## src/sv/dlci_pkg.sv

```systemverilog
// Shared types and constants for the DDA line color interpolator.
package dlci_pkg;
    localparam int TILE_SIZE_DEF = 64;
    localparam int FRAC_BITS_DEF = 16;
    localparam int LEN_W = 7;
    localparam int QDEPTH = 2;
    localparam logic [6:0] FB_WIDTH_RST = 7'd64;
    localparam logic [7:0] CH_MAX = 8'hff;

    typedef struct packed {
        logic [5:0] x0;
        logic [5:0] y0;
        logic [5:0] x1;
        logic [5:0] y1;
        logic [7:0] r0;
        logic [7:0] g0;
        logic [7:0] b0;
        logic [7:0] a0;
        logic [7:0] r1;
        logic [7:0] g1;
        logic [7:0] b1;
        logic [7:0] a1;
    } cmd_t;

    typedef struct packed {
        logic [5:0]  pix_x;
        logic [5:0]  pix_y;
        logic [11:0] pix_addr;
        logic [31:0] pix_color;
        logic        last_pixel;
    } pix_t;
endpackage

```

## src/sv/dlci_if.sv

```systemverilog
// Valid/ready channel interfaces for commands, pixels and configuration.
interface dlci_cmd_if;
    logic valid;
    logic ready;
    logic [5:0] x_start;
    logic [5:0] y_start;
    logic [5:0] x_end;
    logic [5:0] y_end;
    logic [7:0] red_start;
    logic [7:0] green_start;
    logic [7:0] blue_start;
    logic [7:0] alpha_start;
    logic [7:0] red_end;
    logic [7:0] green_end;
    logic [7:0] blue_end;
    logic [7:0] alpha_end;
    modport source (output valid, x_start, y_start, x_end, y_end, red_start, green_start,
        blue_start, alpha_start, red_end, green_end, blue_end, alpha_end, input ready);
    modport sink (input valid, x_start, y_start, x_end, y_end, red_start, green_start,
        blue_start, alpha_start, red_end, green_end, blue_end, alpha_end, output ready);
endinterface

interface dlci_pix_if;
    logic valid;
    logic ready;
    logic [5:0]  pix_x;
    logic [5:0]  pix_y;
    logic [11:0] pix_addr;
    logic [31:0] pix_color;
    logic        last_pixel;
    modport source (output valid, pix_x, pix_y, pix_addr, pix_color, last_pixel,
        input ready);
    modport sink (input valid, pix_x, pix_y, pix_addr, pix_color, last_pixel,
        output ready);
endinterface

interface dlci_cfg_if;
    logic valid;
    logic ready;
    logic [6:0] data;
    modport source (output valid, data, input ready);
    modport sink (input valid, data, output ready);
endinterface

```

## src/sv/dda_line_color_interpolate.sv

```systemverilog
// Top level: DDA line rasterizer with per-pixel color interpolation.
//  channel | dir | word
//  cmd     | in  | one line command (endpoints, start/end RGBA)
//  pix     | out | one pixel write (x, y, addr, color, last)
//  cfg     | in  | fb_width
// A command is popped, then runs through the shared restoring divider
// for its six quotients, then emits LEN pixels, one each cycle.
// Zero-length commands are popped and emit no pixel. A two-entry queue lets commands
// be taken while the back end works. Pixel stalls hold the DDA.
// Reset sets fb_width to 64 and empties the queue.
module dda_line_color_interpolate
#(
    parameter int TILE_SIZE = dlci_pkg::TILE_SIZE_DEF,
    parameter int FRAC_BITS = dlci_pkg::FRAC_BITS_DEF
)
(
    input logic      clk,
    input logic      rst_n,
    dlci_cmd_if.sink cmd,
    dlci_pix_if.source pix,
    dlci_cfg_if.sink cfg
);
    import dlci_pkg::*;

    cmd_t       q_data;
    logic       q_valid, q_pop, idle;
    logic [6:0] fbw_reg;

    assign cfg.ready = 1'b1;

    always_ff @(posedge clk or negedge rst_n)
    begin
        if (!rst_n) fbw_reg <= FB_WIDTH_RST;
        else if (cfg.valid) fbw_reg <= cfg.data;
    end

    dlci_front #(.TILE_SIZE(TILE_SIZE)) u_front (
        .clk(clk), .rst_n(rst_n), .cmd(cmd),
        .q_data(q_data), .q_valid(q_valid), .q_pop(q_pop));

    dlci_back #(.TILE_SIZE(TILE_SIZE), .FRAC_BITS(FRAC_BITS)) u_back (
        .clk(clk), .rst_n(rst_n), .q_data(q_data), .q_valid(q_valid),
        .q_pop(q_pop), .fb_width(fbw_reg), .idle(idle), .pix(pix));

`ifndef SYNTHESIS
    a_cfg_idle: assert property (@(posedge clk) disable iff (!rst_n)
        cfg.valid |=> fbw_reg == $past(cfg.data)) else $error("cfg write lost");
    a_idle_nopix: assert property (@(posedge clk) disable iff (!rst_n)
        idle |-> !pix.valid) else $error("pixel while idle");
    a_last_alone: assert property (@(posedge clk) disable iff (!rst_n)
        (pix.valid && pix.ready && pix.last_pixel) |=> !(pix.valid && idle))
        else $error("bad idle after last");
`endif
endmodule

```

## src/sv/dlci_front.sv

```systemverilog
// Front end: accepts line commands, clamps coordinates, queues them.
module dlci_front
#(
    parameter int TILE_SIZE = dlci_pkg::TILE_SIZE_DEF
)
(
    input  logic           clk,
    input  logic           rst_n,
    dlci_cmd_if.sink       cmd,
    output dlci_pkg::cmd_t q_data,
    output logic           q_valid,
    input  logic           q_pop
);
    import dlci_pkg::*;

    localparam logic [5:0] CMAX = 6'(TILE_SIZE - 1);

    cmd_t       mem [QDEPTH];
    logic       wp_reg, wp_next, rp_reg, rp_next;
    logic [1:0] cnt_reg, cnt_next;
    cmd_t       c;
    logic       push;

    function automatic logic [5:0] clampc(input logic [5:0] v);
        return (v > CMAX) ? CMAX : v;
    endfunction

    assign cmd.ready = (cnt_reg != 2'(QDEPTH));
    assign push      = cmd.valid && cmd.ready;
    assign q_valid   = (cnt_reg != 2'd0);
    assign q_data    = mem[rp_reg];

    always_comb
    begin
        c.x0 = clampc(cmd.x_start);
        c.y0 = clampc(cmd.y_start);
        c.x1 = clampc(cmd.x_end);
        c.y1 = clampc(cmd.y_end);
        c.r0 = cmd.red_start;
        c.g0 = cmd.green_start;
        c.b0 = cmd.blue_start;
        c.a0 = cmd.alpha_start;
        c.r1 = cmd.red_end;
        c.g1 = cmd.green_end;
        c.b1 = cmd.blue_end;
        c.a1 = cmd.alpha_end;
        wp_next  = push ? ~wp_reg : wp_reg;
        rp_next  = q_pop ? ~rp_reg : rp_reg;
        cnt_next = cnt_reg + 2'(push) - 2'(q_pop);
    end

    always_ff @(posedge clk)
    begin
        if (push)
        begin
            mem[wp_reg] <= c;
        end
    end

    always_ff @(posedge clk or negedge rst_n)
    begin
        if (!rst_n)
        begin
            wp_reg  <= 1'b0;
            rp_reg  <= 1'b0;
            cnt_reg <= 2'd0;
        end
        else
        begin
            wp_reg  <= wp_next;
            rp_reg  <= rp_next;
            cnt_reg <= cnt_next;
        end
    end

`ifndef SYNTHESIS
    a_no_pop_empty: assert property (@(posedge clk) disable iff (!rst_n)
        q_pop |-> q_valid) else $error("pop from empty queue");
    a_cnt_bound: assert property (@(posedge clk) disable iff (!rst_n)
        cnt_reg <= 2'(QDEPTH)) else $error("queue overflow");
    a_full_block: assert property (@(posedge clk) disable iff (!rst_n)
        (cnt_reg == 2'(QDEPTH)) |-> !cmd.ready) else $error("ready while full");
`endif
endmodule

```

## src/sv/dlci_back.sv

```systemverilog
// Back end: restoring divider for the steps, then one pixel per cycle unless the pixel output stalls.
module dlci_back
#(
    parameter int TILE_SIZE = dlci_pkg::TILE_SIZE_DEF,
    parameter int FRAC_BITS = dlci_pkg::FRAC_BITS_DEF
)
(
    input  logic           clk,
    input  logic           rst_n,
    input  dlci_pkg::cmd_t q_data,
    input  logic           q_valid,
    output logic           q_pop,
    input  logic [6:0]     fb_width,
    output logic           idle,
    dlci_pix_if.source     pix
);
    import dlci_pkg::*;

    localparam int NW = 9 + FRAC_BITS;   // |delta|<<F magnitude
    localparam int AW = 10 + FRAC_BITS;  // signed accumulator
    localparam int NQ = 6;               // 2 position + 4 color quotients
    localparam int CW = $clog2(NW + 1);
    localparam logic [5:0] CMAX = 6'(TILE_SIZE - 1);

    typedef enum logic [2:0] {
        S_IDLE = 3'b001,
        S_DIV  = 3'b010,
        S_RUN  = 3'b100
    } state_t;

    state_t state_reg, state_next;
    logic [CW-1:0] bit_reg, bit_next;
    logic [2:0]    qi_reg, qi_next;
    logic [LEN_W-1:0] len_reg, left_reg, left_next;
    logic [8:0]    dmag_reg [NQ];
    logic          dneg_reg [NQ];
    logic [NW-1:0] rem_reg, quo_reg;
    logic signed [AW-1:0] acc_reg [NQ];
    logic signed [AW-1:0] stp_reg [NQ];
    logic          ovalid_reg;
    pix_t          opix_reg;
    logic [NW-1:0] rem_sh, rem_sub;
    logic          ge;
    logic signed [9:0] delta [NQ];
    logic [5:0] ax, ay;
    logic [7:0] ch [4];
    logic [11:0] addr;
    logic        out_free;
    logic        emit;

    function automatic logic [7:0] afloor(input logic signed [AW-1:0] a, input logic [7:0] hi);
        logic [AW-1:0] v;
        v = AW'(a) >> FRAC_BITS;
        if (a < 0) return 8'd0;
        return (v > AW'(hi)) ? hi : v[7:0];
    endfunction

    always_comb
    begin
        delta[0] = 10'(q_data.x1) - 10'(q_data.x0);
        delta[1] = 10'(q_data.y1) - 10'(q_data.y0);
        delta[2] = 10'(q_data.r1) - 10'(q_data.r0);
        delta[3] = 10'(q_data.g1) - 10'(q_data.g0);
        delta[4] = 10'(q_data.b1) - 10'(q_data.b0);
        delta[5] = 10'(q_data.a1) - 10'(q_data.a0);
    end

    assign ax = delta[0][9] ? 6'(-delta[0]) : delta[0][5:0];
    assign ay = delta[1][9] ? 6'(-delta[1]) : delta[1][5:0];

    // one quotient bit a cycle; dividend is |delta| << FRAC_BITS
    logic [NW-1:0] num;
    assign num     = NW'(dmag_reg[qi_reg]) << FRAC_BITS;
    assign rem_sh  = {rem_reg[NW-2:0], num[bit_reg - CW'(1)]};
    assign ge      = rem_sh >= NW'(len_reg);
    assign rem_sub = ge ? rem_sh - NW'(len_reg) : rem_sh;

    assign out_free = !ovalid_reg || pix.ready;
    assign emit     = (state_reg == S_RUN) && out_free;
    assign idle     = (state_reg == S_IDLE) && !ovalid_reg && !q_valid;
    assign q_pop    = (state_reg == S_IDLE) && q_valid;

    always_comb
    begin
        ch[0] = afloor(acc_reg[2], CH_MAX);
        ch[1] = afloor(acc_reg[3], CH_MAX);
        ch[2] = afloor(acc_reg[4], CH_MAX);
        ch[3] = afloor(acc_reg[5], CH_MAX);
    end
    logic [5:0] px, py;
    assign px   = 6'(afloor(acc_reg[0], 8'(CMAX)));
    assign py   = 6'(afloor(acc_reg[1], 8'(CMAX)));
    assign addr = 12'(13'(py) * 13'(fb_width)) + 12'(px);

    always_comb
    begin
        state_next = state_reg;
        bit_next   = bit_reg;
        qi_next    = qi_reg;
        left_next  = left_reg;
        unique case (state_reg)
            S_IDLE:
            begin
                if (q_valid)
                begin
                    left_next = (ax > ay) ? 7'(ax) : 7'(ay);
                    bit_next  = CW'(NW);
                    qi_next   = 3'd0;
                    if (left_next != '0) state_next = S_DIV;
                end
            end
            S_DIV:
            begin
                bit_next = bit_reg - CW'(1);
                if (bit_reg == CW'(1))
                begin
                    bit_next = CW'(NW);
                    qi_next  = qi_reg + 3'd1;
                    if (qi_reg == 3'(NQ - 1)) state_next = S_RUN;
                end
            end
            S_RUN:
            begin
                if (emit)
                begin
                    left_next = left_reg - 7'd1;
                    if (left_reg == 7'd1) state_next = S_IDLE;
                end
            end
            default: state_next = S_IDLE;
        endcase
    end

    always_ff @(posedge clk)
    begin
        if (q_pop)
        begin
            len_reg <= left_next;
            rem_reg <= '0;
            acc_reg[0] <= AW'(q_data.x0) <<< FRAC_BITS;
            acc_reg[1] <= AW'(q_data.y0) <<< FRAC_BITS;
            acc_reg[2] <= AW'(q_data.r0) <<< FRAC_BITS;
            acc_reg[3] <= AW'(q_data.g0) <<< FRAC_BITS;
            acc_reg[4] <= AW'(q_data.b0) <<< FRAC_BITS;
            acc_reg[5] <= AW'(q_data.a0) <<< FRAC_BITS;
            for (int i = 0; i < NQ; i++)
            begin
                dneg_reg[i] <= delta[i][9];
                dmag_reg[i] <= delta[i][9] ? 9'(-delta[i]) : delta[i][8:0];
            end
        end
        if (state_reg == S_DIV)
        begin
            if (bit_reg == CW'(1))
            begin
                rem_reg <= '0;
                stp_reg[qi_reg] <= dneg_reg[qi_reg]
                    ? -$signed(AW'({quo_reg[NW-2:0], ge}))
                    : $signed(AW'({quo_reg[NW-2:0], ge}));
            end
            else
            begin
                rem_reg <= rem_sub;
            end
            quo_reg <= {quo_reg[NW-2:0], ge};
        end
        if (emit)
        begin
            for (int i = 0; i < NQ; i++) acc_reg[i] <= acc_reg[i] + stp_reg[i];
            opix_reg.pix_x      <= px;
            opix_reg.pix_y      <= py;
            opix_reg.pix_addr   <= addr;
            opix_reg.pix_color  <= {ch[3], ch[0], ch[1], ch[2]};
            opix_reg.last_pixel <= (left_reg == 7'd1);
        end
    end

    always_ff @(posedge clk or negedge rst_n)
    begin
        if (!rst_n)
        begin
            state_reg  <= S_IDLE;
            bit_reg    <= '0;
            qi_reg     <= '0;
            left_reg   <= '0;
            ovalid_reg <= 1'b0;
        end
        else
        begin
            state_reg <= state_next;
            bit_reg   <= bit_next;
            qi_reg    <= qi_next;
            left_reg  <= left_next;
            if (emit) ovalid_reg <= 1'b1;
            else if (pix.ready) ovalid_reg <= 1'b0;
        end
    end

    assign pix.valid      = ovalid_reg;
    assign pix.pix_x      = opix_reg.pix_x;
    assign pix.pix_y      = opix_reg.pix_y;
    assign pix.pix_addr   = opix_reg.pix_addr;
    assign pix.pix_color  = opix_reg.pix_color;
    assign pix.last_pixel = opix_reg.last_pixel;

`ifndef SYNTHESIS
    a_run_left: assert property (@(posedge clk) disable iff (!rst_n)
        (state_reg == S_RUN) |-> (left_reg != '0)) else $error("run with no pixels");
    a_hold: assert property (@(posedge clk) disable iff (!rst_n)
        (ovalid_reg && !pix.ready) |=> ovalid_reg && $stable(opix_reg))
        else $error("stalled pixel changed");
    a_pop_idle: assert property (@(posedge clk) disable iff (!rst_n)
        q_pop |-> (state_reg == S_IDLE)) else $error("pop while busy");
`endif
endmodule

```

## src/flat_wrapper.sv

```systemverilog
// flat-port wrapper written by rule: the top's interface ports become plain ports
module dda_line_color_interpolate_flat import dlci_pkg::*;
#(
    parameter int TILE_SIZE = dlci_pkg::TILE_SIZE_DEF,
    parameter int FRAC_BITS = dlci_pkg::FRAC_BITS_DEF
)
  (clk, rst_n, cmd_valid, cmd_x_start, cmd_y_start, cmd_x_end, cmd_y_end, cmd_red_start, cmd_green_start, cmd_blue_start, cmd_alpha_start, cmd_red_end, cmd_green_end, cmd_blue_end, cmd_alpha_end, cmd_ready, pix_valid, pix_pix_x, pix_pix_y, pix_pix_addr, pix_pix_color, pix_last_pixel, pix_ready, cfg_valid, cfg_data, cfg_ready);
  dlci_cmd_if cmd_i ();
  dlci_pix_if pix_i ();
  dlci_cfg_if cfg_i ();
  input logic clk;
  input logic rst_n;
  input wire logic [$bits(cmd_i.valid)-1:0] cmd_valid;
  input wire logic [$bits(cmd_i.x_start)-1:0] cmd_x_start;
  input wire logic [$bits(cmd_i.y_start)-1:0] cmd_y_start;
  input wire logic [$bits(cmd_i.x_end)-1:0] cmd_x_end;
  input wire logic [$bits(cmd_i.y_end)-1:0] cmd_y_end;
  input wire logic [$bits(cmd_i.red_start)-1:0] cmd_red_start;
  input wire logic [$bits(cmd_i.green_start)-1:0] cmd_green_start;
  input wire logic [$bits(cmd_i.blue_start)-1:0] cmd_blue_start;
  input wire logic [$bits(cmd_i.alpha_start)-1:0] cmd_alpha_start;
  input wire logic [$bits(cmd_i.red_end)-1:0] cmd_red_end;
  input wire logic [$bits(cmd_i.green_end)-1:0] cmd_green_end;
  input wire logic [$bits(cmd_i.blue_end)-1:0] cmd_blue_end;
  input wire logic [$bits(cmd_i.alpha_end)-1:0] cmd_alpha_end;
  output wire logic [$bits(cmd_i.ready)-1:0] cmd_ready;
  output wire logic [$bits(pix_i.valid)-1:0] pix_valid;
  output wire logic [$bits(pix_i.pix_x)-1:0] pix_pix_x;
  output wire logic [$bits(pix_i.pix_y)-1:0] pix_pix_y;
  output wire logic [$bits(pix_i.pix_addr)-1:0] pix_pix_addr;
  output wire logic [$bits(pix_i.pix_color)-1:0] pix_pix_color;
  output wire logic [$bits(pix_i.last_pixel)-1:0] pix_last_pixel;
  input wire logic [$bits(pix_i.ready)-1:0] pix_ready;
  input wire logic [$bits(cfg_i.valid)-1:0] cfg_valid;
  input wire logic [$bits(cfg_i.data)-1:0] cfg_data;
  output wire logic [$bits(cfg_i.ready)-1:0] cfg_ready;
  assign cmd_i.valid = cmd_valid;
  assign cmd_i.x_start = cmd_x_start;
  assign cmd_i.y_start = cmd_y_start;
  assign cmd_i.x_end = cmd_x_end;
  assign cmd_i.y_end = cmd_y_end;
  assign cmd_i.red_start = cmd_red_start;
  assign cmd_i.green_start = cmd_green_start;
  assign cmd_i.blue_start = cmd_blue_start;
  assign cmd_i.alpha_start = cmd_alpha_start;
  assign cmd_i.red_end = cmd_red_end;
  assign cmd_i.green_end = cmd_green_end;
  assign cmd_i.blue_end = cmd_blue_end;
  assign cmd_i.alpha_end = cmd_alpha_end;
  assign cmd_ready = cmd_i.ready;
  assign pix_valid = pix_i.valid;
  assign pix_pix_x = pix_i.pix_x;
  assign pix_pix_y = pix_i.pix_y;
  assign pix_pix_addr = pix_i.pix_addr;
  assign pix_pix_color = pix_i.pix_color;
  assign pix_last_pixel = pix_i.last_pixel;
  assign pix_i.ready = pix_ready;
  assign cfg_i.valid = cfg_valid;
  assign cfg_i.data = cfg_data;
  assign cfg_ready = cfg_i.ready;
  dda_line_color_interpolate #(.TILE_SIZE(TILE_SIZE), .FRAC_BITS(FRAC_BITS)) u_core (.clk(clk), .rst_n(rst_n), .cmd(cmd_i), .pix(pix_i), .cfg(cfg_i));
endmodule
```

## config.mk

```make
export PLATFORM = sky130hd
export DESIGN_NAME = dda_line_color_interpolate_flat
export DESIGN_NICKNAME = d
export VERILOG_FILES = /design/src/sv/dlci_pkg.sv /design/src/sv/dlci_if.sv /design/src/sv/dda_line_color_interpolate.sv /design/src/sv/dlci_front.sv /design/src/sv/dlci_back.sv /design/src/flat_wrapper.sv
export SDC_FILE = /design/constraint.sdc
export NUM_CORES = 1
export LEC_CHECK = 0
export ABC_CLOCK_PERIOD_IN_PS = 6600
export BUFFER_PORTS_ARGS = -buffer_cell sky130_fd_sc_hd__buf_4
export CAP_MARGIN = 30
export CORE_ASPECT_RATIO = 0.6
export CORE_MARGIN = 3
export CORE_UTILIZATION = 60
export CTS_BUF_LIST = sky130_fd_sc_hd__clkbuf_8
export DETAILED_ROUTE_END_ITERATION = 12
export PLACE_DENSITY = 0.74
export SLEW_MARGIN = 30
export SYNTH_ARGS = -nofsm -noshare
export SYNTH_HDL_FRONTEND = slang
export SYNTH_SLANG_ARGS = --single-unit
```

## constraint.sdc

```tcl
create_clock -name clk -period 6.6 [get_ports clk]
set_input_delay 0.66 -clock clk [delete_from_list [all_inputs] [get_ports clk]]
set_output_delay 0.66 -clock clk [all_outputs]
set_load 0.01 [all_outputs]
```

==> results_dict.tcl <==
set metrics [dict create \
    fmax_mhz 177 \
    slowest_delay_ns 0.59 \
    core-area_um2 59700 \
    maxCapViolCount 0 \
    vdd_drop_max_mv 0.858 \
    area_growth_pct 11.5 \
    die_h_um 197 \
    dp.final_hpwl_um 61300 \
    cts_setup_buffers 0 \
    h-tree-depth 3 \
    ys_seq_area_frac 0.563 \
    cpMaxStageDelayCell "dfrtp_1" \
    final_cell_area_um2 40700 \
    cts_tree "yes" \
    grt_first_pass_wirelength_um 134000 \
    path_cells "clkinv_1, ha_1, xor2_1, mux4_2, o32a_1, ha_1, nand3_1, nor4_1, nor4_2, nand2_1, or2_1, inv_2, ha_1, nor2b_1, and3_1, and2_1, a21oi_1, xor2_1" \
    clkLatencyLatePin_ns 0.75 \
    drt_pass1_iterations 6 \
    synth_cell_types 89 \
    start_util 0.612 \
    totalWireLength_um 86300 \
    path_buf_inv 2 \
    place_congestion 0.945 \
    final_nets 3548 \
    cpLargestDelayFamily "simple AND/OR/NAND/NOR gates" \
    synth_area_um2 36500 \
    antenna_left 0 \
    path_clk_slew_ns 0.07 \
    syn_inst 2958 \
    viasPerCell 6.03 \
    setup_viol 0 \
    drv_slew 0 \
    crit_type "reg2reg" \
    max-slew-margin-rel 0.302 \
    fin_worst_skew_ns 0.0455 \
    drt-initial-drc-count 2480 \
    hold_viol 0 \
    numCtsBuffers 102 \
    worstSetupStartpointType "flip-flop" \
    portBuffers 158 \
    finalSetupTns_ns 0 \
    power_density_nw_per_um2 553 \
    largest_register_ffs 176 \
    cts_hold_buf 1 \
    cpMostUsedCell "ha_1" \
    period_minus_slack_ns 5.64 \
    dieArea_um2 64000 \
    route.detailed.drc 0 \
    drive_above_1_share 0.133 \
    fin_hold_ws_ns 0.112 \
    async_reset_ff_frac 0.0435 \
    crit_required_ns 7.05 \
    synth_flop_cell "edfxtp_1" \
    final_cell_mix "660 x edfxtp_1, 296 x nor2_1, 252 x ha_1" \
    antenna_found_initial 7 \
    status "complete, no violations" \
    ys_seq_elements 690 \
    grtUsageTotal 0.269 \
    wire_per_inst_um 21.2 \
    vias 24500 \
    yosys_warnings 0 \
    cts.repair.resized 0 \
    cts-root-buf "clkbuf_8" \
    placed_cell_area_um2 38700 \
    fp-row-count 69 \
    grt_max_degree 85 \
    p_leak_nw 16.0 \
    clock_path_buffers 3 \
    min_path_type "in2reg" \
    globalRouteOverflowTotal 0 \
    io-pin-count 160 \
    final_common_cell "edfxtp_1" \
    die_w_um 325 \
    synth_area_per_cell_um2 12.4 \
    worst_pin_slew_ns 1.04 \
    cp-end-kind "flip-flop" \
    cp.arrival_ns 6.09 \
    crit_fanout 12 \
    final.period_utilization 0.854 \
    rsz0062_at_grt "no" \
    synth-edff-count 660 \
    cts.sinks 690 \
    grt_pass1_vias 24200 \
]
## kinds of logic after synthesis
family / after synthesis / synth area share
muxes: 152 / 0.0471
xor gates and xnor gates: 230 / 0.0551
other: 2 / 0.000206
DFF: 690 / 0.563
adders and majority gates: 288 / 0.106
and+or+nand+nor: 783 / 0.103
AOI/OAI and AO/OA: 581 / 0.101
buffers and inverters: 232 / 0.0243
## cells in the mapped netlist, types with 39 or more instances
master | count | area (um2)
a21o_1 | 90 | 676
a21oi_1 | 186 | 931
and2_1 | 39 | 244
clkbuf_1 | 76 | 285
edfxtp_1 | 660 | 19800
ha_1 | 252 | 3150
inv_1 | 135 | 507
mux2_2 | 60 | 676
mux2i_1 | 82 | 821
nand2_1 | 148 | 556
nor2_1 | 298 | 1120
nor2b_1 | 41 | 257
nor3_1 | 63 | 315
o21ai_0 | 105 | 526
xnor2_1 | 142 | 1240
xor2_1 | 88 | 771
## final timing paths
check	from	endpoint	slack, ns	depth (start not counted)
setup / recovery	u_core.u_back.bit_reg[0]$_DFFE_PN0P_	u_core.u_back.stp_reg[2][24]$_DFFE_PP_	0.96	18
setup reg to reg	u_core.u_back.bit_reg[0]$_DFFE_PN0P_	u_core.u_back.stp_reg[2][24]$_DFFE_PP_	0.96	18
max in group asynchronous	rst_n	u_core.u_front.rp_reg$_DFFE_PN0P_	5.80	2
hold reg to reg	u_core.u_front.cnt_reg[1]$_DFF_PN0_	u_core.u_front.cnt_reg[1]$_DFF_PN0_	0.50	1
min in group asynchronous	rst_n	u_core.fbw_reg[5]$_DFFE_PN0P_	0.43	2
hold / removal	cmd_blue_end[4]	u_core.u_front.mem[0][12]$_DFFE_PP_	0.11	1
## layer usage
layer | up-vias | track usage | wire [um] | share of wire
li1 | 11300 | - | - | -
met2 | 1086 | 0.390 | 36300 | 0.42
met1 | 11900 | 0.409 | 39800 | 0.46
met3 | 167 | 0.0595 | 7790 | 0.090
met5 | - | 0 | 41 | 0.00048
met4 | 6 | 0.0811 | 2290 | 0.027
## where the power goes
group	internal (mW)	switching [mW]	leakage [nW]
logic	4.57	6.95	8.40
clock network	1.68	1.74	1.12
registers	6.88	0.704	6.52
total	13.1	9.39	16.0
## final cells by class
| class | count | area, um2 |
|---|---|---|
| Antenna cell | 3 | 7.51 |
| Multi-Input combinational cell | 2039 | 15200 |
| Tap cell | 816 | 1020 |
| Clock inverter | 86 | 510 |
| Sequential cell | 690 | 20600 |
| Clock buffer | 105 | 1450 |
| Inverter | 139 | 524 |
| Fill cell | 4261 | 19000 |
| Timing Repair Buffer | 188 | 1450 |
## stage by stage
step | power [mW] | instances | setup WS, ns | util
2_1_floorplan | 15.9 | 2961 | 0.935 | -
3_3_place_gp | 18.4 | 3870 | 1.05 | 0.647
3_5_place_dp | 18.9 | 3870 | 0.874 | 0.648
4_1_cts | 22.4 | 4062 | 0.842 | 0.681
5_1_grt | 24.2 | 4065 | 0.544 | 0.682
6_report | 22.5 | 4066 | 0.963 | 0.682
Power figures use the tool's default switching activity.
